## src/rtl/core/cpsl_pkg.sv

```systemverilog
// ----------------------------------------------------------------------------
// cpsl_pkg
// Shared types for the common prefix/suffix length block.
// ----------------------------------------------------------------------------
`default_nettype none

package cpsl_pkg;

  localparam int BYTE_W = 8;
  localparam int LEN_W  = 11;

  typedef logic [BYTE_W-1:0] byte_t;
  typedef logic [LEN_W-1:0]  len_t;

  typedef struct packed {
    logic cmp;
    logic pre_ok;
    logic suf_ok;
    logic end_seq;
    logic end_set;
    logic first;
  } stage_ctl_t;

endpackage

`default_nettype wire

```

## src/rtl/core/cpsl_if.sv

```systemverilog
// ----------------------------------------------------------------------------
// cpsl_if
// Valid/ready channels for byte requests and length results.
// ----------------------------------------------------------------------------
`default_nettype none


interface cpsl_out_if;
  logic              valid;
  logic              ready;
  cpsl_pkg::len_t    prefix_len;
  cpsl_pkg::len_t    suffix_len;
  cpsl_pkg::len_t    min_len;

  modport source (output valid, prefix_len, suffix_len, min_len, input ready);
  modport sink   (input valid, prefix_len, suffix_len, min_len, output ready);
endinterface

`default_nettype wire

```

## src/rtl/core/cpsl_acc.sv

```systemverilog
// ----------------------------------------------------------------------------
// cpsl_acc
// Compare stage: match counting, running minima and the result register.
// ----------------------------------------------------------------------------
`default_nettype none

module cpsl_acc #(
  parameter int MAX_LEN = 1024,
  localparam int PW = $clog2(MAX_LEN + 1)
) (
  input  wire logic                 clk,
  input  wire logic                 rst_n,
  input  wire logic                 s1_valid,
  input  wire cpsl_pkg::stage_ctl_t s1_ctl,
  input  wire cpsl_pkg::byte_t      s1_base,
  input  wire cpsl_pkg::len_t       s1_limit,
  input  wire logic [PW-1:0]        s1_len,
  input  wire cpsl_pkg::byte_t      rd_pre,
  input  wire cpsl_pkg::byte_t      rd_suf,
  output logic                      s1_adv,
  cpsl_out_if.source                out_res
);
  import cpsl_pkg::*;

  localparam int WW = ((PW > LEN_W) ? PW : LEN_W) + 1;

  logic [PW-1:0] cur_pre_r, cur_pre_nxt;
  logic [PW-1:0] cur_suf_r, cur_suf_nxt;
  logic          broken_r, broken_nxt;
  logic [PW-1:0] best_pre_r, best_pre_nxt;
  logic [PW-1:0] best_suf_r, best_suf_nxt;
  logic [PW-1:0] short_r, short_nxt;
  logic          out_valid_r, out_valid_nxt;
  len_t          pre_len_r, pre_len_nxt;
  len_t          suf_len_r, suf_len_nxt;
  len_t          min_len_r, min_len_nxt;

  logic          has_res, fire;
  logic          pre_try, pre_match, suf_match;
  logic [PW-1:0] cur_pre_upd, cur_suf_upd;
  logic          broken_upd;
  logic [PW-1:0] bp_upd, bs_upd, sh_upd;
  logic [WW-1:0] bp_w, bs_w, sh_w, lim_w, pre_o, suf_t, suf_o;

  assign has_res = s1_ctl.end_seq && s1_ctl.end_set;
  assign s1_adv  = !has_res || !out_valid_r || out_res.ready;
  assign fire    = s1_valid && s1_adv;

  always_comb begin
    pre_try     = s1_ctl.cmp && !broken_r;
    pre_match   = s1_ctl.pre_ok && (rd_pre == s1_base);
    suf_match   = s1_ctl.suf_ok && (rd_suf == s1_base);
    cur_pre_upd = (pre_try && pre_match) ? cur_pre_r + PW'(1) : cur_pre_r;
    broken_upd  = broken_r || (pre_try && !pre_match);
    cur_suf_upd = cur_suf_r;
    if (s1_ctl.cmp) begin
      cur_suf_upd = suf_match ? cur_suf_r + PW'(1) : '0;
    end

    bp_upd = best_pre_r;
    bs_upd = best_suf_r;
    sh_upd = short_r;
    if (s1_ctl.first) begin
      bp_upd = s1_len;
      bs_upd = s1_len;
      sh_upd = s1_len;
    end else begin
      bp_upd = (cur_pre_upd < best_pre_r) ? cur_pre_upd : best_pre_r;
      bs_upd = (cur_suf_upd < best_suf_r) ? cur_suf_upd : best_suf_r;
      sh_upd = (s1_len < short_r) ? s1_len : short_r;
    end

    bp_w  = WW'(bp_upd);
    bs_w  = WW'(bs_upd);
    sh_w  = WW'(sh_upd);
    lim_w = WW'(s1_limit);
    pre_o = (bp_w < sh_w) ? bp_w : sh_w;
    suf_t = (bs_w < lim_w) ? bs_w : lim_w;
    suf_o = (suf_t < sh_w) ? suf_t : sh_w;
  end

  always_comb begin
    cur_pre_nxt   = cur_pre_r;
    cur_suf_nxt   = cur_suf_r;
    broken_nxt    = broken_r;
    best_pre_nxt  = best_pre_r;
    best_suf_nxt  = best_suf_r;
    short_nxt     = short_r;
    out_valid_nxt = out_res.ready ? 1'b0 : out_valid_r;
    pre_len_nxt   = pre_len_r;
    suf_len_nxt   = suf_len_r;
    min_len_nxt   = min_len_r;
    if (fire) begin
      if (s1_ctl.end_seq) begin
        cur_pre_nxt = '0;
        cur_suf_nxt = '0;
        broken_nxt  = 1'b0;
        if (s1_ctl.end_set) begin
          best_pre_nxt  = '0;
          best_suf_nxt  = '0;
          short_nxt     = '0;
          out_valid_nxt = 1'b1;
          pre_len_nxt   = pre_o[LEN_W-1:0];
          suf_len_nxt   = suf_o[LEN_W-1:0];
          min_len_nxt   = sh_w[LEN_W-1:0];
        end else begin
          best_pre_nxt = bp_upd;
          best_suf_nxt = bs_upd;
          short_nxt    = sh_upd;
        end
      end else begin
        cur_pre_nxt = cur_pre_upd;
        cur_suf_nxt = cur_suf_upd;
        broken_nxt  = broken_upd;
      end
    end
  end

  always_ff @(posedge clk) begin
    if (!rst_n) begin
      cur_pre_r   <= '0;
      cur_suf_r   <= '0;
      broken_r    <= 1'b0;
      best_pre_r  <= '0;
      best_suf_r  <= '0;
      short_r     <= '0;
      out_valid_r <= 1'b0;
    end else begin
      cur_pre_r   <= cur_pre_nxt;
      cur_suf_r   <= cur_suf_nxt;
      broken_r    <= broken_nxt;
      best_pre_r  <= best_pre_nxt;
      best_suf_r  <= best_suf_nxt;
      short_r     <= short_nxt;
      out_valid_r <= out_valid_nxt;
    end
    pre_len_r <= pre_len_nxt;
    suf_len_r <= suf_len_nxt;
    min_len_r <= min_len_nxt;
  end

  assign out_res.valid      = out_valid_r;
  assign out_res.prefix_len = pre_len_r;
  assign out_res.suffix_len = suf_len_r;
  assign out_res.min_len    = min_len_r;

endmodule

`default_nettype wire

```

## src/flat_wrapper.sv

```systemverilog
// flat-port wrapper written by rule: the top's interface ports become plain ports
module cpsl_acc_flat import cpsl_pkg::*;
#(
  parameter int MAX_LEN = 1024,
  localparam int PW = $clog2(MAX_LEN + 1)
)
  (clk, rst_n, s1_valid, s1_ctl, s1_base, s1_limit, s1_len, rd_pre, rd_suf, s1_adv, out_res_valid, out_res_prefix_len, out_res_suffix_len, out_res_min_len, out_res_ready);
  cpsl_out_if out_res_i ();
  input  wire logic clk;
  input  wire logic rst_n;
  input  wire logic s1_valid;
  input  wire cpsl_pkg::stage_ctl_t s1_ctl;
  input  wire cpsl_pkg::byte_t s1_base;
  input  wire cpsl_pkg::len_t s1_limit;
  input  wire logic [PW-1:0] s1_len;
  input  wire cpsl_pkg::byte_t rd_pre;
  input  wire cpsl_pkg::byte_t rd_suf;
  output logic s1_adv;
  output wire logic [$bits(out_res_i.valid)-1:0] out_res_valid;
  output wire logic [$bits(out_res_i.prefix_len)-1:0] out_res_prefix_len;
  output wire logic [$bits(out_res_i.suffix_len)-1:0] out_res_suffix_len;
  output wire logic [$bits(out_res_i.min_len)-1:0] out_res_min_len;
  input wire logic [$bits(out_res_i.ready)-1:0] out_res_ready;
  assign out_res_valid = out_res_i.valid;
  assign out_res_prefix_len = out_res_i.prefix_len;
  assign out_res_suffix_len = out_res_i.suffix_len;
  assign out_res_min_len = out_res_i.min_len;
  assign out_res_i.ready = out_res_ready;
  cpsl_acc #(.MAX_LEN(MAX_LEN)) u_core (.clk(clk), .rst_n(rst_n), .s1_valid(s1_valid), .s1_ctl(s1_ctl), .s1_base(s1_base), .s1_limit(s1_limit), .s1_len(s1_len), .rd_pre(rd_pre), .rd_suf(rd_suf), .s1_adv(s1_adv), .out_res(out_res_i));
endmodule
```

## config.mk

```make
export PLATFORM = sky130hd
export DESIGN_NAME = cpsl_acc_flat
export DESIGN_NICKNAME = d
export VERILOG_FILES = /design/src/rtl/core/cpsl_pkg.sv /design/src/rtl/core/cpsl_if.sv /design/src/rtl/core/cpsl_acc.sv /design/src/flat_wrapper.sv
export SDC_FILE = /design/constraint.sdc
export NUM_CORES = 1
export LEC_CHECK = 0
export ABC_AREA = 1
export BUFFER_PORTS_ARGS = -buffer_cell sky130_fd_sc_hd__buf_4
export CAP_MARGIN = 5
export CORE_MARGIN = 5
export CORE_UTILIZATION = 60
export CTS_BUF_LIST = sky130_fd_sc_hd__clkbuf_4 sky130_fd_sc_hd__clkbuf_8
export DETAILED_ROUTE_END_ITERATION = 6
export GPL_TIMING_DRIVEN = 0
export PLACE_DENSITY = 0.79
export REMOVE_ABC_BUFFERS = 1
export SLEW_MARGIN = 20
export SYNTH_ARGS = -nofsm -noshare
export SYNTH_HDL_FRONTEND = slang
export SYNTH_SLANG_ARGS = --single-unit
```

## constraint.sdc

```tcl
create_clock -name clk -period 9.4 [get_ports clk]
set_clock_uncertainty 0.05 [all_clocks]
set_input_delay 0.47 -clock clk [delete_from_list [all_inputs] [get_ports clk]]
set_output_delay 0.47 -clock clk [all_outputs]
set_load 0.02 [all_outputs]
```

==> metrics.txt <==
# TYPE chip_impl_metric gauge
chip_impl_info{name="run_status",value="completed"} 1
chip_impl_metric{name="dr_total_vias",unit=""} 5900
chip_impl_metric{name="design_power_total",unit="µW"} 934.0
chip_impl_metric{name="placement.io_buffers",unit=""} 90
chip_impl_metric{name="area_of_the_die",unit="µm²"} 12360
chip_impl_metric{name="number_of_gates_on_the_worst_path_with_buffers_counted",unit=""} 34
chip_impl_metric{name="fillers",unit=""} 898
chip_impl_metric{name="tritoncts.num_buffers",unit=""} 9
chip_impl_metric{name="final_worst_path_cycle_share",unit=""} 0.7543
chip_impl_metric{name="total_negative_slack_for_setup_checks",unit="ps"} 0
chip_impl_metric{name="routedWlPerCell",unit="µm"} 14.61
chip_impl_metric{name="synth_area_per_cell",unit="µm²"} 7.219
chip_impl_metric{name="clk-insertion-delay-late",unit="ps"} 380
chip_impl_metric{name="clk_pin_slew_worst_paths",unit="ps"} 100
chip_impl_metric{name="cts_repair_resize_count",unit=""} 0
chip_impl_metric{name="achievable-frequency",unit="MHz"} 141.0
chip_impl_metric{name="max-vdd-ir-drop",unit="mV"} 0.06453
chip_impl_metric{name="drt-vias-per-instance",unit=""} 5.530
chip_impl_metric{name="cpPeakStageDelay",unit="ps"} 680
chip_impl_metric{name="yosys.cell_types.count",unit=""} 40
chip_impl_metric{name="final_period_minus_worst_setup_slack",unit="ps"} 7090
chip_impl_metric{name="maxSlewViolCount",unit=""} 0
chip_impl_metric{name="timing.max_cap.violations",unit=""} 0
chip_impl_metric{name="largest_net_degree_at_the_start_of_global_routing",unit=""} 35
chip_impl_metric{name="gr-usage-all-layers",unit=""} 0.2531
chip_impl_metric{name="ioPinCount",unit=""} 91
chip_impl_metric{name="timing_worst_slew_pin_value",unit="ps"} 871.6
chip_impl_metric{name="final_cell_area",unit="µm²"} 7054
chip_impl_metric{name="drtIter0Drc",unit=""} 352
chip_impl_metric{name="preCtsSetupSlack",unit="ps"} 2394
chip_impl_metric{name="synthesis.yosys.warnings",unit=""} 0
chip_impl_metric{name="floorplan.die.width",unit="µm"} 111.2
chip_impl_metric{name="rows",unit=""} 37
chip_impl_metric{name="yosysSeqAreaShare",unit=""} 0.3470
chip_impl_metric{name="number_of_setup_violations_in_the_final_report",unit=""} 0
chip_impl_metric{name="antenna-diode-count",unit=""} 0
chip_impl_metric{name="floorplan.initialDensity",unit=""} 0.6059
chip_impl_metric{name="worst-endpoint-arrival",unit="ps"} 7170
chip_impl_metric{name="place.gp.congestion",unit=""} 0.9422
chip_impl_metric{name="post-route-worst-setup-slack",unit="ps"} 2310
chip_impl_metric{name="grt-ovfl-total",unit=""} 0
chip_impl_info{name="worst_path_max_delay_cell",value="sky130_fd_sc_hd__a21oi_1"} 1
chip_impl_info{name="worstSetupStartpointType",value="flip-flop"} 1
chip_impl_metric{name="netlist_area_pre_place",unit="µm²"} 6143
chip_impl_metric{name="cts_htree_levels",unit=""} 3
chip_impl_info{name="synthFlopType",value="sky130_fd_sc_hd__dfxtp_1"} 1
chip_impl_metric{name="grt_antenna_before_repair",unit=""} 0
chip_impl_metric{name="route.detailed.drc",unit=""} 0
chip_impl_metric{name="detail_route.wirelength",unit="mm"} 15.59
chip_impl_metric{name="cp.required",unit="ps"} 9480
chip_impl_info{name="cp-end-kind",value="flip-flop"} 1
chip_impl_metric{name="first_global_vias",unit=""} 5687
chip_impl_info{name="crit_path_frequent_cell",value="sky130_fd_sc_hd__nand2_1"} 1
chip_impl_metric{name="post-cts-setup-buffer-count",unit=""} 0
chip_impl_metric{name="drive_above_1_share",unit=""} 0.1493
chip_impl_metric{name="die_span_in_y",unit="µm"} 111.2
chip_impl_metric{name="ys_async_sr_fraction",unit=""} 0
chip_impl_metric{name="synthesis.instances",unit=""} 851
chip_impl_metric{name="hold_viol",unit=""} 0
chip_impl_info{name="min_path_type",value="primary input to flip-flop"} 1
chip_impl_info{name="crit-reg2reg-capture",value="u_core.out_res.suffix_len[8]"} 1
chip_impl_metric{name="number_of_synthesized_flops_with_an_enable_pin",unit=""} 33
chip_impl_metric{name="drt_pass1_iterations",unit=""} 5
chip_impl_metric{name="p_leak",unit="nW"} 3.321
chip_impl_metric{name="area_delta_synth_final",unit="%"} 14.83
chip_impl_info{name="cts_tree",value="yes"} 1
chip_impl_info{name="mostFrequentLayoutCell",value="sky130_fd_sc_hd__nand2_1"} 1
chip_impl_metric{name="r2r.worst_path.cells",unit=""} 34
chip_impl_metric{name="synth_seq_cells",unit=""} 90
chip_impl_info{name="most-common-layout-cells",value="sky130_fd_sc_hd__nand2_1, sky130_fd_sc_hd__inv_1, sky130_fd_sc_hd__buf_4"} 1
chip_impl_info{name="setup_repair_after_global_routing_missed_its_margin",value="false"} 1
chip_impl_metric{name="hold_buffers",unit=""} 0
chip_impl_metric{name="place.detailed.hpwl",unit="mm"} 12.46
chip_impl_metric{name="clock_sinks",unit=""} 90
chip_impl_metric{name="antenna_left",unit=""} 0
chip_impl_metric{name="final_nets",unit=""} 1044
chip_impl_metric{name="path_buf_inv",unit=""} 1
chip_impl_info{name="critical_path.endpoint",value="u_core.out_res.suffix_len[8]"} 1
chip_impl_metric{name="path_max_fanout",unit=""} 21
chip_impl_info{name="worst_path_dominant_cell_family",value="compound AO/OA/AOI/OAI gates"} 1
chip_impl_info{name="worst-setup-path-type",value="flip-flop to flip-flop"} 1
chip_impl_info{name="timing.hold.worst.start",value="rst_n"} 1
chip_impl_metric{name="core_area",unit="µm²"} 10140
chip_impl_metric{name="relSlewSlack",unit=""} 0.4189
chip_impl_info{name="worstReg2RegStart",value="u_core.cur_suf_r[0]"} 1
chip_impl_metric{name="clock_path_buffers",unit=""} 2
chip_impl_metric{name="place_area",unit="µm²"} 6888
chip_impl_metric{name="timing.reg2reg.setup_slack",unit="ps"} 2310
chip_impl_info{name="cts_root_buf",value="sky130_fd_sc_hd__clkbuf_8"} 1
chip_impl_metric{name="grt_first_pass_wirelength",unit="mm"} 25.89
chip_impl_metric{name="power-per-cell-area",unit="nW/µm²"} 132.4
chip_impl_info{name="critPathLaunch",value="u_core.cur_suf_r[0]"} 1
[per-stage QoR]
| step | cells | hold slack (ps) | util |
|---|---|---|---|
| floorplan | 823 | 387.5 | - |
| global placement | 1049 | 400.3 | 0.6756 |
| detailed placement | 1051 | 420.4 | 0.6794 |
| CTS | 1067 | 291.8 | 0.6955 |
| global route | 1067 | 321.7 | 0.6958 |
| finish | 1067 | 296.2 | 0.6958 |
[tightest hold or removal path, delay by kind of cell]
kind / cells / cell delay, ps
buffers and inverters: 2 / 160
AOI/OAI and AO/OA: 1 / 70
[synth_stat cells, types with 2 or more instances]
master	n	area [µm²]
sky130_fd_sc_hd__nand2_1	232	870.8
sky130_fd_sc_hd__inv_1	136	510.5
sky130_fd_sc_hd__ha_1	62	775.7
sky130_fd_sc_hd__a21oi_1	58	290.3
sky130_fd_sc_hd__dfxtp_1	57	1141
sky130_fd_sc_hd__o21ai_0	46	230.2
sky130_fd_sc_hd__nand3_1	41	205.2
sky130_fd_sc_hd__nor2_1	36	135.1
sky130_fd_sc_hd__edfxtp_1	33	991.0
sky130_fd_sc_hd__o22ai_1	29	181.4
sky130_fd_sc_hd__clkbuf_1	22	82.58
sky130_fd_sc_hd__a31oi_1	15	93.84
sky130_fd_sc_hd__xor2_1	12	105.1
sky130_fd_sc_hd__nand2_2	10	62.56
sky130_fd_sc_hd__nand4_1	8	50.05
sky130_fd_sc_hd__nor3_1	7	35.03
sky130_fd_sc_hd__buf_6	4	45.04
sky130_fd_sc_hd__inv_2	4	15.01
sky130_fd_sc_hd__a211oi_1	3	22.52
sky130_fd_sc_hd__nand3_2	3	30.03
sky130_fd_sc_hd__nor2_2	3	18.77
sky130_fd_sc_hd__nor3b_1	3	22.52
sky130_fd_sc_hd__o21a_1	3	22.52
sky130_fd_sc_hd__o21ai_1	3	15.01
sky130_fd_sc_hd__o221a_2	3	33.78
sky130_fd_sc_hd__xnor2_1	3	26.28
sky130_fd_sc_hd__nor3_2	2	20.02
[sequential cells by signal, summed over array words and instances, names as in the netlist]
name                       flops
u_core.short_r                11
u_core.cur_suf_r              11
u_core.out_res.valid           1
u_core.cur_pre_r              11
u_core.best_pre_r             11
u_core.best_suf_r             11
u_core.broken_r                1
u_core.out_res.suffix_len     11
u_core.out_res.min_len        11
u_core.out_res.prefix_len     11
[worst min-delay path by stage]
stage                                       to  cells past startpoint
after floorplan                u_core.broken_r                      2
after global placement         u_core.broken_r                      2
after detailed placement   u_core.cur_suf_r[9]                      2
after CTS                 u_core.out_res.valid                      3
after global routing      u_core.out_res.valid                      3
final                     u_core.out_res.valid                      3
[cells by family (layout without fill, tap and decap cells)]
logic type | Yosys count | count (layout) | synth area share
AO/OA/AOI/OAI | 165 | 165 | 0.1521
XOR/XNOR | 15 | 15 | 0.02139
adder cells (fa/ha/maj) | 62 | 62 | 0.1263
buffers and inverters | 169 | 249 | 0.1090
flip-flops | 90 | 90 | 0.3470
AND/OR/NAND/NOR | 350 | 350 | 0.2442
[final cells by class]
cell class | count | area [µm²] | area share
sequential | 90 | 2132 | 0.3022
inverter | 141 | 529.3 | 0.07503
timing repair buffer | 92 | 698.2 | 0.09897
clock buffer | 10 | 131.4 | 0.01862
tap | 136 | 170.2 | 0.02412
clock inverter | 6 | 32.53 | 0.004612
multi-input combinational | 592 | 3361 | 0.4764
[report_power, final]
part	switching, mW	internal [mW]	leakage, nW
Sequential	0.00422	0.425	0.767
Clock	0.145	0.0971	0.0826
Combinational	0.171	0.0918	2.47
Total	0.320	0.614	3.32
[routing by layer]
layer / wire length (µm) / track usage / vias to the layer above / share of wire
li1: - / - / 2961 / -
met1: 6516 / 0.3046 / 2690 / 0.42
met2: 7438 / 0.4339 / 209 / 0.48
met3: 1015 / 0.05186 / 40 / 0.065
met4: 618 / 0.1152 / 0 / 0.040
met5: 0 / 0 / - / 0
(Power assumes the default switching activity.)
