--- config.mk ---
export PLATFORM = sky130hd
export DESIGN_NAME = cpsl_addr_flat
export DESIGN_NICKNAME = d
export VERILOG_FILES = /design/src/rtl/core/cpsl_pkg.sv /design/src/rtl/core/cpsl_if.sv /design/src/rtl/core/cpsl_addr.sv /design/src/flat_wrapper.sv
export SDC_FILE = /design/constraint.sdc
export NUM_CORES = 1
export LEC_CHECK = 0
export BUFFER_PORTS_ARGS = -buffer_cell sky130_fd_sc_hd__buf_2
export CAP_MARGIN = 40
export CORE_MARGIN = 5
export CORE_UTILIZATION = 44
export CTS_BUF_LIST = sky130_fd_sc_hd__clkbuf_4
export DETAILED_ROUTE_END_ITERATION = 16
export PLACE_DENSITY = 0.71
export SYNTH_ARGS = -nofsm -noshare
export SYNTH_HDL_FRONTEND = slang
export SYNTH_SLANG_ARGS = --single-unit
export TNS_END_PERCENT = 1
--- constraint.sdc ---
create_clock -name clk -period 3.5 [get_ports clk]
set_input_delay 0.525 -clock clk [delete_from_list [all_inputs] [get_ports clk]]
set_output_delay 0.525 -clock clk [all_outputs]
set_load 0.01 [all_outputs]
--- src/rtl/core/cpsl_pkg.sv ---
// ----------------------------------------------------------------------------
// cpsl_pkg
// Shared types for the common prefix/suffix length block.
// ----------------------------------------------------------------------------
`default_nettype none

package cpsl_pkg;

  localparam int BYTE_W = 8;
  localparam int LEN_W  = 11;

  typedef logic [BYTE_W-1:0] byte_t;
  typedef logic [LEN_W-1:0]  len_t;

  typedef struct packed {
    logic cmp;
    logic pre_ok;
    logic suf_ok;
    logic end_seq;
    logic end_set;
    logic first;
  } stage_ctl_t;

endpackage

`default_nettype wire

--- src/rtl/core/cpsl_if.sv ---
// ----------------------------------------------------------------------------
// cpsl_if
// Valid/ready channels for byte requests and length results.
// ----------------------------------------------------------------------------
`default_nettype none

interface cpsl_in_if;
  logic              valid;
  logic              ready;
  cpsl_pkg::byte_t   base;
  cpsl_pkg::len_t    seq_length;
  logic              last_in_seq;
  logic              last_seq;
  cpsl_pkg::len_t    suffix_limit;

  modport source (output valid, base, seq_length, last_in_seq, last_seq, suffix_limit,
                  input ready);
  modport sink   (input valid, base, seq_length, last_in_seq, last_seq, suffix_limit,
                  output ready);
endinterface


`default_nettype wire

--- src/rtl/core/cpsl_addr.sv ---
// ----------------------------------------------------------------------------
// cpsl_addr
// Request stage: byte position, reference store writes, lookup addresses.
// ----------------------------------------------------------------------------
`default_nettype none

module cpsl_addr #(
  parameter int MAX_LEN = 1024,
  localparam int AW = (MAX_LEN > 1) ? $clog2(MAX_LEN) : 1,
  localparam int PW = $clog2(MAX_LEN + 1)
) (
  input  wire logic                 clk,
  input  wire logic                 rst_n,
  cpsl_in_if.sink                   in_req,
  input  wire logic                 s1_adv,
  output logic                      we,
  output logic [AW-1:0]             waddr,
  output cpsl_pkg::byte_t           wdata,
  output logic                      re,
  output logic [AW-1:0]             raddr_pre,
  output logic [AW-1:0]             raddr_suf,
  output logic                      s1_valid_r,
  output cpsl_pkg::stage_ctl_t      s1_ctl_r,
  output cpsl_pkg::byte_t           s1_base_r,
  output cpsl_pkg::len_t            s1_limit_r,
  output logic [PW-1:0]             s1_len_r
);
  import cpsl_pkg::*;

  localparam int WW = ((PW > LEN_W) ? PW : LEN_W) + 1;

  logic [PW-1:0] pos_r, pos_nxt;
  logic [PW-1:0] ref_len_r, ref_len_nxt;
  logic          first_r, first_nxt;
  logic          s1_valid_nxt;
  stage_ctl_t    s1_ctl_nxt;
  byte_t         s1_base_nxt;
  len_t          s1_limit_nxt;
  logic [PW-1:0] s1_len_nxt;

  logic          accept;
  logic          active;
  logic [WW-1:0] p_w, len_w, ref_w, d_w, ri_w, n_w;
  logic          pre_ok, suf_ok;

  assign in_req.ready = !s1_valid_r || s1_adv;
  assign accept       = in_req.valid && in_req.ready;

  always_comb begin
    p_w    = WW'(pos_r);
    len_w  = WW'(in_req.seq_length);
    ref_w  = WW'(ref_len_r);
    active = p_w < WW'(MAX_LEN);
    d_w    = len_w - p_w - WW'(1);
    ri_w   = ref_w - d_w - WW'(1);
    pre_ok = p_w < ref_w;
    suf_ok = (p_w < len_w) && (d_w < ref_w);
    n_w    = p_w + WW'(active);
  end

  assign we        = accept && active && first_r;
  assign waddr     = pos_r[AW-1:0];
  assign wdata     = in_req.base;
  assign re        = accept && active && !first_r;
  assign raddr_pre = pos_r[AW-1:0];
  assign raddr_suf = ri_w[AW-1:0];

  always_comb begin
    pos_nxt      = pos_r;
    ref_len_nxt  = ref_len_r;
    first_nxt    = first_r;
    s1_valid_nxt = s1_adv ? 1'b0 : s1_valid_r;
    s1_ctl_nxt   = s1_ctl_r;
    s1_base_nxt  = s1_base_r;
    s1_limit_nxt = s1_limit_r;
    s1_len_nxt   = s1_len_r;
    if (accept) begin
      s1_valid_nxt       = 1'b1;
      s1_ctl_nxt.cmp     = active && !first_r;
      s1_ctl_nxt.pre_ok  = pre_ok;
      s1_ctl_nxt.suf_ok  = suf_ok;
      s1_ctl_nxt.end_seq = in_req.last_in_seq;
      s1_ctl_nxt.end_set = in_req.last_seq;
      s1_ctl_nxt.first   = first_r;
      s1_base_nxt        = in_req.base;
      s1_limit_nxt       = in_req.suffix_limit;
      s1_len_nxt         = n_w[PW-1:0];
      if (in_req.last_in_seq) begin
        pos_nxt   = '0;
        first_nxt = in_req.last_seq;
        if (first_r) begin
          ref_len_nxt = n_w[PW-1:0];
        end
      end else begin
        pos_nxt = n_w[PW-1:0];
      end
    end
  end

  always_ff @(posedge clk) begin
    if (!rst_n) begin
      pos_r      <= '0;
      ref_len_r  <= '0;
      first_r    <= 1'b1;
      s1_valid_r <= 1'b0;
    end else begin
      pos_r      <= pos_nxt;
      ref_len_r  <= ref_len_nxt;
      first_r    <= first_nxt;
      s1_valid_r <= s1_valid_nxt;
    end
    s1_ctl_r   <= s1_ctl_nxt;
    s1_base_r  <= s1_base_nxt;
    s1_limit_r <= s1_limit_nxt;
    s1_len_r   <= s1_len_nxt;
  end

endmodule

`default_nettype wire

--- src/flat_wrapper.sv ---
// flat-port wrapper written by rule: the top's interface ports become plain ports
module cpsl_addr_flat import cpsl_pkg::*;
#(
  parameter int MAX_LEN = 1024,
  localparam int AW = (MAX_LEN > 1) ? $clog2(MAX_LEN) : 1,
  localparam int PW = $clog2(MAX_LEN + 1)
)
  (clk, rst_n, s1_adv, we, waddr, wdata, re, raddr_pre, raddr_suf, s1_valid_r, s1_ctl_r, s1_base_r, s1_limit_r, s1_len_r, in_req_valid, in_req_base, in_req_seq_length, in_req_last_in_seq, in_req_last_seq, in_req_suffix_limit, in_req_ready);
  cpsl_in_if in_req_i ();
  input  wire logic clk;
  input  wire logic rst_n;
  input  wire logic s1_adv;
  output logic we;
  output logic [AW-1:0] waddr;
  output cpsl_pkg::byte_t wdata;
  output logic re;
  output logic [AW-1:0] raddr_pre;
  output logic [AW-1:0] raddr_suf;
  output logic s1_valid_r;
  output cpsl_pkg::stage_ctl_t s1_ctl_r;
  output cpsl_pkg::byte_t s1_base_r;
  output cpsl_pkg::len_t s1_limit_r;
  output logic [PW-1:0] s1_len_r;
  input wire logic [$bits(in_req_i.valid)-1:0] in_req_valid;
  input wire logic [$bits(in_req_i.base)-1:0] in_req_base;
  input wire logic [$bits(in_req_i.seq_length)-1:0] in_req_seq_length;
  input wire logic [$bits(in_req_i.last_in_seq)-1:0] in_req_last_in_seq;
  input wire logic [$bits(in_req_i.last_seq)-1:0] in_req_last_seq;
  input wire logic [$bits(in_req_i.suffix_limit)-1:0] in_req_suffix_limit;
  output wire logic [$bits(in_req_i.ready)-1:0] in_req_ready;
  assign in_req_i.valid = in_req_valid;
  assign in_req_i.base = in_req_base;
  assign in_req_i.seq_length = in_req_seq_length;
  assign in_req_i.last_in_seq = in_req_last_in_seq;
  assign in_req_i.last_seq = in_req_last_seq;
  assign in_req_i.suffix_limit = in_req_suffix_limit;
  assign in_req_ready = in_req_i.ready;
  cpsl_addr #(.MAX_LEN(MAX_LEN)) u_core (.clk(clk), .rst_n(rst_n), .in_req(in_req_i), .s1_adv(s1_adv), .we(we), .waddr(waddr), .wdata(wdata), .re(re), .raddr_pre(raddr_pre), .raddr_suf(raddr_suf), .s1_valid_r(s1_valid_r), .s1_ctl_r(s1_ctl_r), .s1_base_r(s1_base_r), .s1_limit_r(s1_limit_r), .s1_len_r(s1_len_r));
endmodule
==> results of run 1 <==
[what timing repair did]
item / in CTS / in global routing
resized for setup: 9 / 18
endpoints found under the setup margin: 4 / 6
pin swaps: 3 / 13
setup buffers: 1 / 4
[worst paths after layout]
| check | end | slack [ns] |
|---|---|---|
| setup / recovery | raddr_suf[9] | -0.30 |
| hold / removal | u_core.s1_limit_r[6] | 0.30 |
| setup reg to reg | u_core.s1_ctl_r[3] | 0.23 |
| hold reg to reg | u_core.s1_valid_r | 0.51 |
[state kept, by name (all words and copies together), names as in the netlist]
| signal | flops |
|---|---|
| u_core.first_r | 1 |
| u_core.pos_r | 11 |
| u_core.ref_len_r | 11 |
| u_core.s1_base_r | 8 |
| u_core.s1_ctl_r | 6 |
| u_core.s1_len_r | 11 |
| u_core.s1_limit_r | 11 |
| u_core.s1_valid_r | 1 |
[critical path, stage by stage (launching register included)]
cell and delay, ns:
dfxtp_2 0.33, inv_2 0.07, ha_4 0.14, inv_2 0.04, fa_2 0.39, nor2b_2 0.13
o31a_1 0.26, a21oi_2 0.09, ha_4 0.30, nand3_2 0.10, nor3b_4 0.22, a2111oi_4 0.07
or4b_1 0.54, nand3_1 0.09, buf_2 0.12
[layout make-up]
class	count	area (um2)	share of cell area, %
clock buffer	9	67.56	1.315
clock inverter	7	115.1	2.241
tap	111	138.9	2.703
timing repair buffer	148	832.0	16.20
sequential	60	1564	30.44
multi-input combinational	278	2221	43.23
inverter	53	198.9	3.872
[cell families after synthesis]
| kind of cell | count (synthesis) | share of synthesized area, % |
|---|---|---|
| AND/OR/NAND/NOR | 103 | 13.77 |
| AO/OA/AOI/OAI | 94 | 14.65 |
| buffers and inverters | 88 | 10.94 |
| flip-flops | 60 | 37.93 |
| adder cells (fa/ha/maj) | 56 | 17.39 |
| XOR/XNOR | 25 | 5.319 |
[where the power goes]
part | total (mW) | switching [mW] | internal [mW]
logic | 0.488 | 0.267 | 0.221
clock network | 0.617 | 0.258 | 0.359
registers | 0.800 | 0.0131 | 0.787
total | 1.91 | 0.539 | 1.37
[cells in the mapped netlist, types with 3 or more instances]
master | instances | area share, %
a21oi_1 | 30 | 3.6
nor3_1 | 3 | 0.36
o21a_1 | 4 | 0.73
xor2_1 | 6 | 1.3
clkbuf_1 | 3 | 0.27
a21o_1 | 3 | 0.55
a22oi_1 | 3 | 0.55
o21ai_0 | 20 | 2.4
buf_4 | 28 | 5.1
dfxtp_1 | 24 | 12
a211oi_1 | 10 | 1.8
a31oi_1 | 3 | 0.46
nor2b_1 | 7 | 1.1
nor3b_1 | 3 | 0.55
nand2_1 | 15 | 1.4
and3_1 | 3 | 0.46
inv_1 | 53 | 4.8
nand2b_1 | 3 | 0.46
ha_1 | 54 | 16
xnor2_1 | 19 | 4.0
nand3b_1 | 3 | 0.55
nor2_1 | 32 | 2.9
edfxtp_1 | 36 | 26
nand3_1 | 16 | 1.9
[through the flow]
step	hold WS [ns]	total power [mW]	setup slack (ns)	cells	cell area, um2
finish	0.3014	1.906	-0.3046	666	5137
global route	0.2662	2.003	-0.4600	666	5137
CTS	0.2712	1.893	-0.3565	662	5024
detailed placement	0.4966	1.266	-0.1960	645	4795
global placement	0.4817	1.252	-0.09617	645	4795
floorplan	0.4536	1.097	0.1326	426	4116
[per-layer routing]
metal	vias up	part of all wire (%)	track usage [%]
li1	1719	-	-
met1	1680	40	20.08
met2	94	54	31.34
met3	17	3.9	3.191
met4	0	1.8	4.475
met5	-	0	0
==> results.md, run 1 <==
* Status: finished with violations
* Failing checks: negative setup slack
* Hold Startpoint: in_req_suffix_limit[6]
* Leakage at 2.383 nW
* CP required at 2.97 ns
* Initial core utilization at 44.76%
* Filler cells at 836
* Final antenna-violating net count at 0
* Slew margin rel. at 51.11%
* GRT Residual Overflow at 0
* Max Freq at 262.8 MHz
* Post-synth ARST share at 0%
* DRT Pass-1 Iters at 4
* Setup tns final at -0.8281 ns
* Worst r2r path cells at 13
* Most frequently used flop master after synthesis: edfxtp_1
* Peak supply drop at 0.2078 mV
* Per-cell routed wire length at 15.26 um
* Die extent in y at 106.7 um
* Final WS setup at -0.3046 ns
* Via Count at 3510
* RSZ-0062 raised after global routing: true
* Root buf cell: clkbuf_4
* TritonCTS clock tree: yes
* Drt total wl at 10.16 mm
* GRT Overall Usage at 16.98%
* Period utilization at 108.7%
* Synth cell types at 58
* Core footprint at 9196 um2
* Layout cells sized above 1 at 35.14%
* Worst r2r src: u_core.pos_r[2]
* Clock sinks at 60
* Crit path kind: reg2out
* # nets final at 642
* Post-synthesis sequential area ratio at 37.93%
* Top-Level Pins at 114
* DRT iter0 DRCs at 141
* Worst-skew pair later-pin latency at 0.40 ns
* Pwr Density at 370.9 nW/um2
* Chip width at 106.7 um
* Commonest non-fill, non-tap cell in the layout: buf_2
* Max FO, Critical Path at 3
* Startpoint types: flop
* Largest net degree at the start of global routing at 39
* Number of inserted diodes at 0
* Vias in the first global route at 3380
* Flops & latches, synth at 60
* DP Wirelength at 7.907 mm
* Num rows at 35
* Final Util at 55.86%
* DRC viols at 0
* Antenna violations before repair at 0
* Final setup viols at 4
* EDFF count, synth at 36
* Final Critical Period at 3.805 ns
* Syn nets at 518
* Die area at 11390 um2
* CTS Buf Count at 9
* Post-CTS Hold Buffers at 0
* Hold depth at 1
* Final Max Slew Viols at 0
* Tightest Hold Check Type: in2reg
* Max Cap Viol at 0
* Fin. Hold Viols at 0
* Port bufs at 113
* Most frequent cells in the layout: buf_2 (113), inv_1 (51), ha_1 (51)
* Drt via density at 5.270
* Crit path DAT at 3.28 ns
* Post-synth design cell area at 4116 um2
* Clock slew at reported path FFs at 0.10 ns
* Ys Warns at 0
* Max clock buf depth at 2
* Worst-Margin Slew at 0.7314 ns
* Placer Congestion at 0.8911
* Worst Skew at 0.01411 ns
* First-pass GRT wire length at 15.66 mm
* H-tree depth at 3
* Setup crit end kind: output port
* Mapped Cells at 426
* Layout Area Growth over Synthesis at 24.80%
* Critical path startpoint: u_core.pos_r[0]
* Syn avg cell area at 9.663 um2
Power figures use the tool's default switching activity.
==> inputs of run 2 (changes only) <==
--- a/config.mk
+++ b/config.mk
@@ -8,10 +8,10 @@
 export BUFFER_PORTS_ARGS = -buffer_cell sky130_fd_sc_hd__buf_2
 export CAP_MARGIN = 40
 export CORE_MARGIN = 5
-export CORE_UTILIZATION = 44
+export CORE_UTILIZATION = 41
 export CTS_BUF_LIST = sky130_fd_sc_hd__clkbuf_4
 export DETAILED_ROUTE_END_ITERATION = 16
-export PLACE_DENSITY = 0.71
+export PLACE_DENSITY = 0.67
 export SYNTH_ARGS = -nofsm -noshare
 export SYNTH_HDL_FRONTEND = slang
 export SYNTH_SLANG_ARGS = --single-unit
==> run 2 against run 1 <==
Worst setup slack gained 0.0070 ns. Sequential share of layout area is 0.17 points higher. Design area shrank 0.56%. The flow still finishes with violations (negative setup slack). First-iteration DRC count stayed put. Core utilization decreased by 3.6 points. Hold slack lost 0.0099 ns.
==> results.md, run 2 (synthesized netlist as in run 1, its figures left out) <==
* Status: finished with violations
* Failing checks: negative setup slack
* DRT iter0 DRCs at 141
* # nets final at 646
* Final Max Slew Viols at 0
* Worst Skew at 0.01725 ns
* Antenna violations before repair at 0
* Clock slew at reported path FFs at 0.10 ns
* Worst-skew pair later-pin latency at 0.41 ns
* Startpoint types: flop
* Max Cap Viol at 0
* Placer Congestion at 0.8979
* Cell mode on critical path: inv_2
* Number of inserted diodes at 0
* H-tree depth at 3
* DP Wirelength at 8.002 mm
* Final instance area at 5109 um2
* DRT Pass-1 Iters at 4
* Worst path slowest cell: or4b_1
* Chip width at 110.2 um
* Final WS setup at -0.2976 ns
* Most frequent cells in the layout: buf_2 (113), inv_1 (51), ha_1 (51)
* Fin. Hold Viols at 0
* Final setup viols at 4
* Die area at 12140 um2
* Num rows at 36
* Period utilization at 108.5%
* Die extent in y at 110.2 um
* RSZ-0062 raised after global routing: true
* Setup tns final at -0.6818 ns
* Clock sinks at 60
* CTS Buf Count at 9
* Max clock buf depth at 2
* Largest net degree at the start of global routing at 39
* Per-cell routed wire length at 14.59 um
* Core footprint at 9774 um2
* CP required at 2.97 ns
* CP Cell Sequence: inv_2, ha_4, inv_2, fa_2, nor2b_2, o31a_1, buf_4, o31ai_4, nand2_2, xor2_1, ha_1, or4b_1, nand3_1, buf_2
* Pre-CTS setup slack at -0.1499 ns
* Crit path kind: reg2out
* Layout Cells excl Fill at 692
* Worst path max stage delay at 0.45 ns
* DRC viols at 0
* Top-Level Pins at 114
* Drt total wl at 10.10 mm
* Post-Place Cells at 671
* Layout cells sized above 1 at 35.42%
* Initial core utilization at 42.11%
* Port bufs at 113
* Peak supply drop at 0.1862 mV
* Layout Area Growth over Synthesis at 24.10%
* Max Freq at 263.3 MHz
* First-pass GRT wire length at 15.48 mm
* Vias in the first global route at 3274
* Root buf cell: clkbuf_4
* TritonCTS clock tree: yes
* Pwr Density at 330.3 nW/um2
* Final antenna-violating net count at 0
* Final Critical Period at 3.798 ns
* Max FO, Critical Path at 5
* GRT Overall Usage at 16.33%
* Post-DP Area at 4852 um2
* Slew margin rel. at 45.43%
* Drt via density at 5.016
* Via Count at 3471
* Crit path DAT at 3.27 ns
* Setup crit end kind: output port
* Commonest non-fill, non-tap cell in the layout: buf_2
* Leakage at 2.363 nW
* Worst-Margin Slew at 0.8163 ns
* GRT Residual Overflow at 0
* Tightest Hold Check Type: in2reg
* Worst-case hold slack at 0.2915 ns
==> run 2: cell type report <==
type | count | area (um2)
Timing Repair Buffer | 152 | 858.3
Inverter | 53 | 198.9
Multi-Input combinational cell | 278 | 2213
Sequential cell | 60 | 1564
Fill cell | 929 | 4666
Clock buffer | 12 | 90.09
Clock inverter | 4 | 17.52
Tap cell | 133 | 166.4
==> run 2: worst paths after layout <==
kind	startpoint	to	slack [ns]	depth (start not counted)
min	in_req_suffix_limit[9]	u_core.s1_limit_r[9]	0.29	1
max	u_core.pos_r[0]	raddr_suf[9]	-0.30	14
max reg2reg	u_core.pos_r[0]	u_core.s1_ctl_r[3]	0.10	18
min reg2reg	u_core.ref_len_r[1]	u_core.ref_len_r[1]	0.51	2
==> run 2: through the flow <==
step / power (mW) / utilization [%]
final: 1.687 / 52.27
after global routing: 1.784 / 52.27
after CTS: 1.671 / 50.84
after detailed placement: 1.265 / 49.64
after global placement: 1.256 / 49.64
after floorplan: 1.097 / -
==> run 2: worst max-delay path: cells and delay by family (launching register included) <==
family | cells | cell delay [ns]
flops | 1 | 0.35
fa+ha+maj | 3 | 0.73
buf+inv | 4 | 0.39
compound gates | 2 | 0.57
xor+xnor | 1 | 0.15
simple gates | 4 | 0.68
==> run 2: power by group <==
| part | internal (mW) | switching (mW) |
|---|---|---|
| sequential | 0.787 | 0.0127 |
| clock | 0.163 | 0.240 |
| combinational | 0.222 | 0.262 |
==> run 2: timing repair <==
| item | CTS | global route |
|---|---|---|
| pin swaps | 2 | 13 |
| endpoints found under the hold margin | 0 | 0 |
| gates resized for setup | 4 | 22 |
| setup endpoints to repair | 4 | 6 |
| buffers inserted | 0 | 5 |
| hold buffers | 0 | 0 |
==> run 2: metal layers <==
metal  GRT usage, %  wire (um)  vias up
met1          20.92       4322     1642
met3          2.912        436       17
li1               -          -     1731
met2          27.64       5133       81
met4          5.805        206        0
met5              0          0        -
==> inputs of run 3 (changes only) <==
--- a/config.mk
+++ b/config.mk
@@ -8,10 +8,10 @@
 export BUFFER_PORTS_ARGS = -buffer_cell sky130_fd_sc_hd__buf_2
 export CAP_MARGIN = 40
 export CORE_MARGIN = 5
-export CORE_UTILIZATION = 41
+export CORE_UTILIZATION = 45
 export CTS_BUF_LIST = sky130_fd_sc_hd__clkbuf_4
 export DETAILED_ROUTE_END_ITERATION = 16
-export PLACE_DENSITY = 0.67
+export PLACE_DENSITY = 0.72
 export SYNTH_ARGS = -nofsm -noshare
 export SYNTH_HDL_FRONTEND = slang
 export SYNTH_SLANG_ARGS = --single-unit
==> run 3 against run 2 <==
The flow still finishes with violations (negative setup slack). First-iteration DRC count is 40% higher. Sequential power hardly changed. Clock power increased by 52%. Flip-flop and latch count stayed put. Hold slack better by 0.0012 ns. Via count grew 0.95%. Cell count fell by 3.3%. Sequential share of layout area shrank 0.38 points. Critical path type unchanged. Largest power group unchanged.
==> results.md, run 3 (synthesized netlist as in run 1, its figures left out) <==
* Layout Area Growth over Synthesis at 25.68%
* Final Max Slew Viols at 0
* Pwr Density at 371.6 nW/um2
* Chip width at 105.6 um
* Per-cell routed wire length at 15.44 um
* Filler cells at 775
* Status: finished with violations
* Peak supply drop at 0.3010 mV
* Placer Congestion at 0.8404
* DRT iter0 DRCs at 197
* Crit path DAT at 3.17 ns
* RSZ-0062 raised after global routing: true
* Via Count at 3504
* Most frequent cells in the layout: buf_2 (112), inv_1 (51), ha_1 (51)
* R2R Path End: u_core.s1_ctl_r[3]
* First-pass GRT wire length at 16.53 mm
* Worst Skew at 0.01735 ns
* Drt total wl at 10.33 mm
* GRT Residual Overflow at 0
* Worst path max stage delay at 0.49 ns
* Die area at 11160 um2
* Final Critical Period at 3.699 ns
* Initial core utilization at 45.41%
* DRT Pass-1 Iters at 5
* Failing checks: negative setup slack
* Layout cells sized above 1 at 35.48%
* Top-Level Pins at 114
* Period utilization at 105.7%
* Number of inserted diodes at 0
* Final WS setup at -0.1987 ns
* Worst-Margin Slew at 0.7852 ns
* Root buf cell: clkbuf_4
* Crit path kind: reg2out
* CP required at 2.97 ns
* DP Wirelength at 7.950 mm
* CP endpoint: raddr_suf[9]
* Clock slew at reported path FFs at 0.11 ns
* Max FO, Critical Path at 5
* CP Cell Sequence: inv_2, ha_4, inv_2, fa_2, nor2b_1, o31a_1, buf_4, o31ai_4, nand2_2, xor2_1, ha_1, or4b_4, nand3_2, buf_6
* # nets final at 645
* Tightest Hold Check Type: in2reg
* CTS Buf Count at 9
* H-tree depth at 3
* Max Cap Viol at 0
* Max clock buf depth at 2
* Worst path slowest cell: or4b_4
* Setup tns final at -0.4606 ns
* TritonCTS clock tree: yes
* Largest net degree at the start of global routing at 40
* Commonest non-fill, non-tap cell in the layout: buf_2
* Drt via density at 5.238
* Reg2reg setup slack at 0.13 ns
* Num rows at 35
* Max Freq at 270.4 MHz
* DRC viols at 0
* Vias in the first global route at 3482
* Worst r2r src: u_core.pos_r[0]
* GRT Overall Usage at 18.27%
* Setup crit end kind: output port
* Pre-CTS setup slack at -0.1800 ns
* Worst r2r path cells at 18
* Post-CTS Hold Buffers at 0
* Power Total at 1.922 mW
* Startpoint types: flop
* Cell mode on critical path: inv_2
* Port bufs at 113
* Fin. Hold Viols at 0
* Slew margin rel. at 47.51%
* Antenna violations before repair at 0
* Leakage at 2.404 nW
* Final antenna-violating net count at 0
* Critical path startpoint: u_core.pos_r[0]
* Die extent in y at 105.6 um
* Worst-skew pair later-pin latency at 0.40 ns
* Final setup viols at 4
* Core footprint at 9065 um2
* Clock sinks at 60
run 3: cell count changes in the layout (fill, tap and decap cells not counted), sizes merged:
cell,delta
bufinv,+3
clkbuf,-3
buf,-1
run 3: worst min-delay path by stage:
stage,endpoint,cells after the start,slack (ns),startpoint
final,u_core.s1_limit_r[3],1,0.29,in_req_suffix_limit[3]
after global routing,u_core.s1_limit_r[5],1,0.25,in_req_suffix_limit[5]
after CTS,u_core.s1_limit_r[3],1,0.26,in_req_suffix_limit[3]
after detailed placement,u_core.ref_len_r[1],2,0.48,u_core.ref_len_r[1]
after global placement,u_core.s1_valid_r,2,0.48,u_core.s1_valid_r
after floorplan,u_core.ref_len_r[1],2,0.45,u_core.ref_len_r[1]
run 3: per-layer routing:
layer / up-vias / global-route usage [%] / share of wire (%)
met5: - / 0 / 0
li1: 1716 / - / -
met1: 1684 / 21.55 / 41
met2: 94 / 33.38 / 53
met3: 10 / 4.042 / 4.8
met4: 0 / 4.718 / 1.3
run 3: through the flow:
stage	cell area [um2]	util [%]	hold slack, ns	std cells
floorplan	4116	-	0.4536	426
global placement	4802	52.97	0.4814	646
detailed placement	4802	52.97	0.4840	646
CTS	5071	55.94	0.2552	667
global route	5174	57.07	0.2537	669
finish	5174	57.07	0.2927	669
run 3: final cells by class:
cell class              instances  area [um2]  area share [%]
clock buffers                   9       67.56           1.306
clock inverters                 7       115.1           2.225
inverters                      53       198.9           3.845
multi-input cells             278        2225           43.00
flip-flops and latches         60        1564           30.23
well taps                     111       138.9           2.684
repair buffers                151       864.6           16.71
run 3: power by group:
part           total [mW]  internal, mW  switching, mW  leakage (nW)
clock network       0.614         0.359          0.254        0.0952
logic               0.508         0.234          0.274          1.76
registers           0.800         0.787         0.0132         0.545
total                1.92          1.38          0.542          2.40
run 3: timing repair:
item                                    4_1_cts  5_1_grt
setup buffers                                 5        2
hold endpoints to repair                      0        0
pin swaps                                    10       11
endpoints found under the setup margin        5        6
resized for setup                            13       19
run 3: worst max-delay path: cells and delay by family, from the launching register on:
kind            cells  cell delay [ns]
xor+xnor            1             0.16
fa+ha+maj           3             0.73
simple gates        4             0.71
flops               1             0.35
compound gates      2             0.49
buf+inv             4             0.36
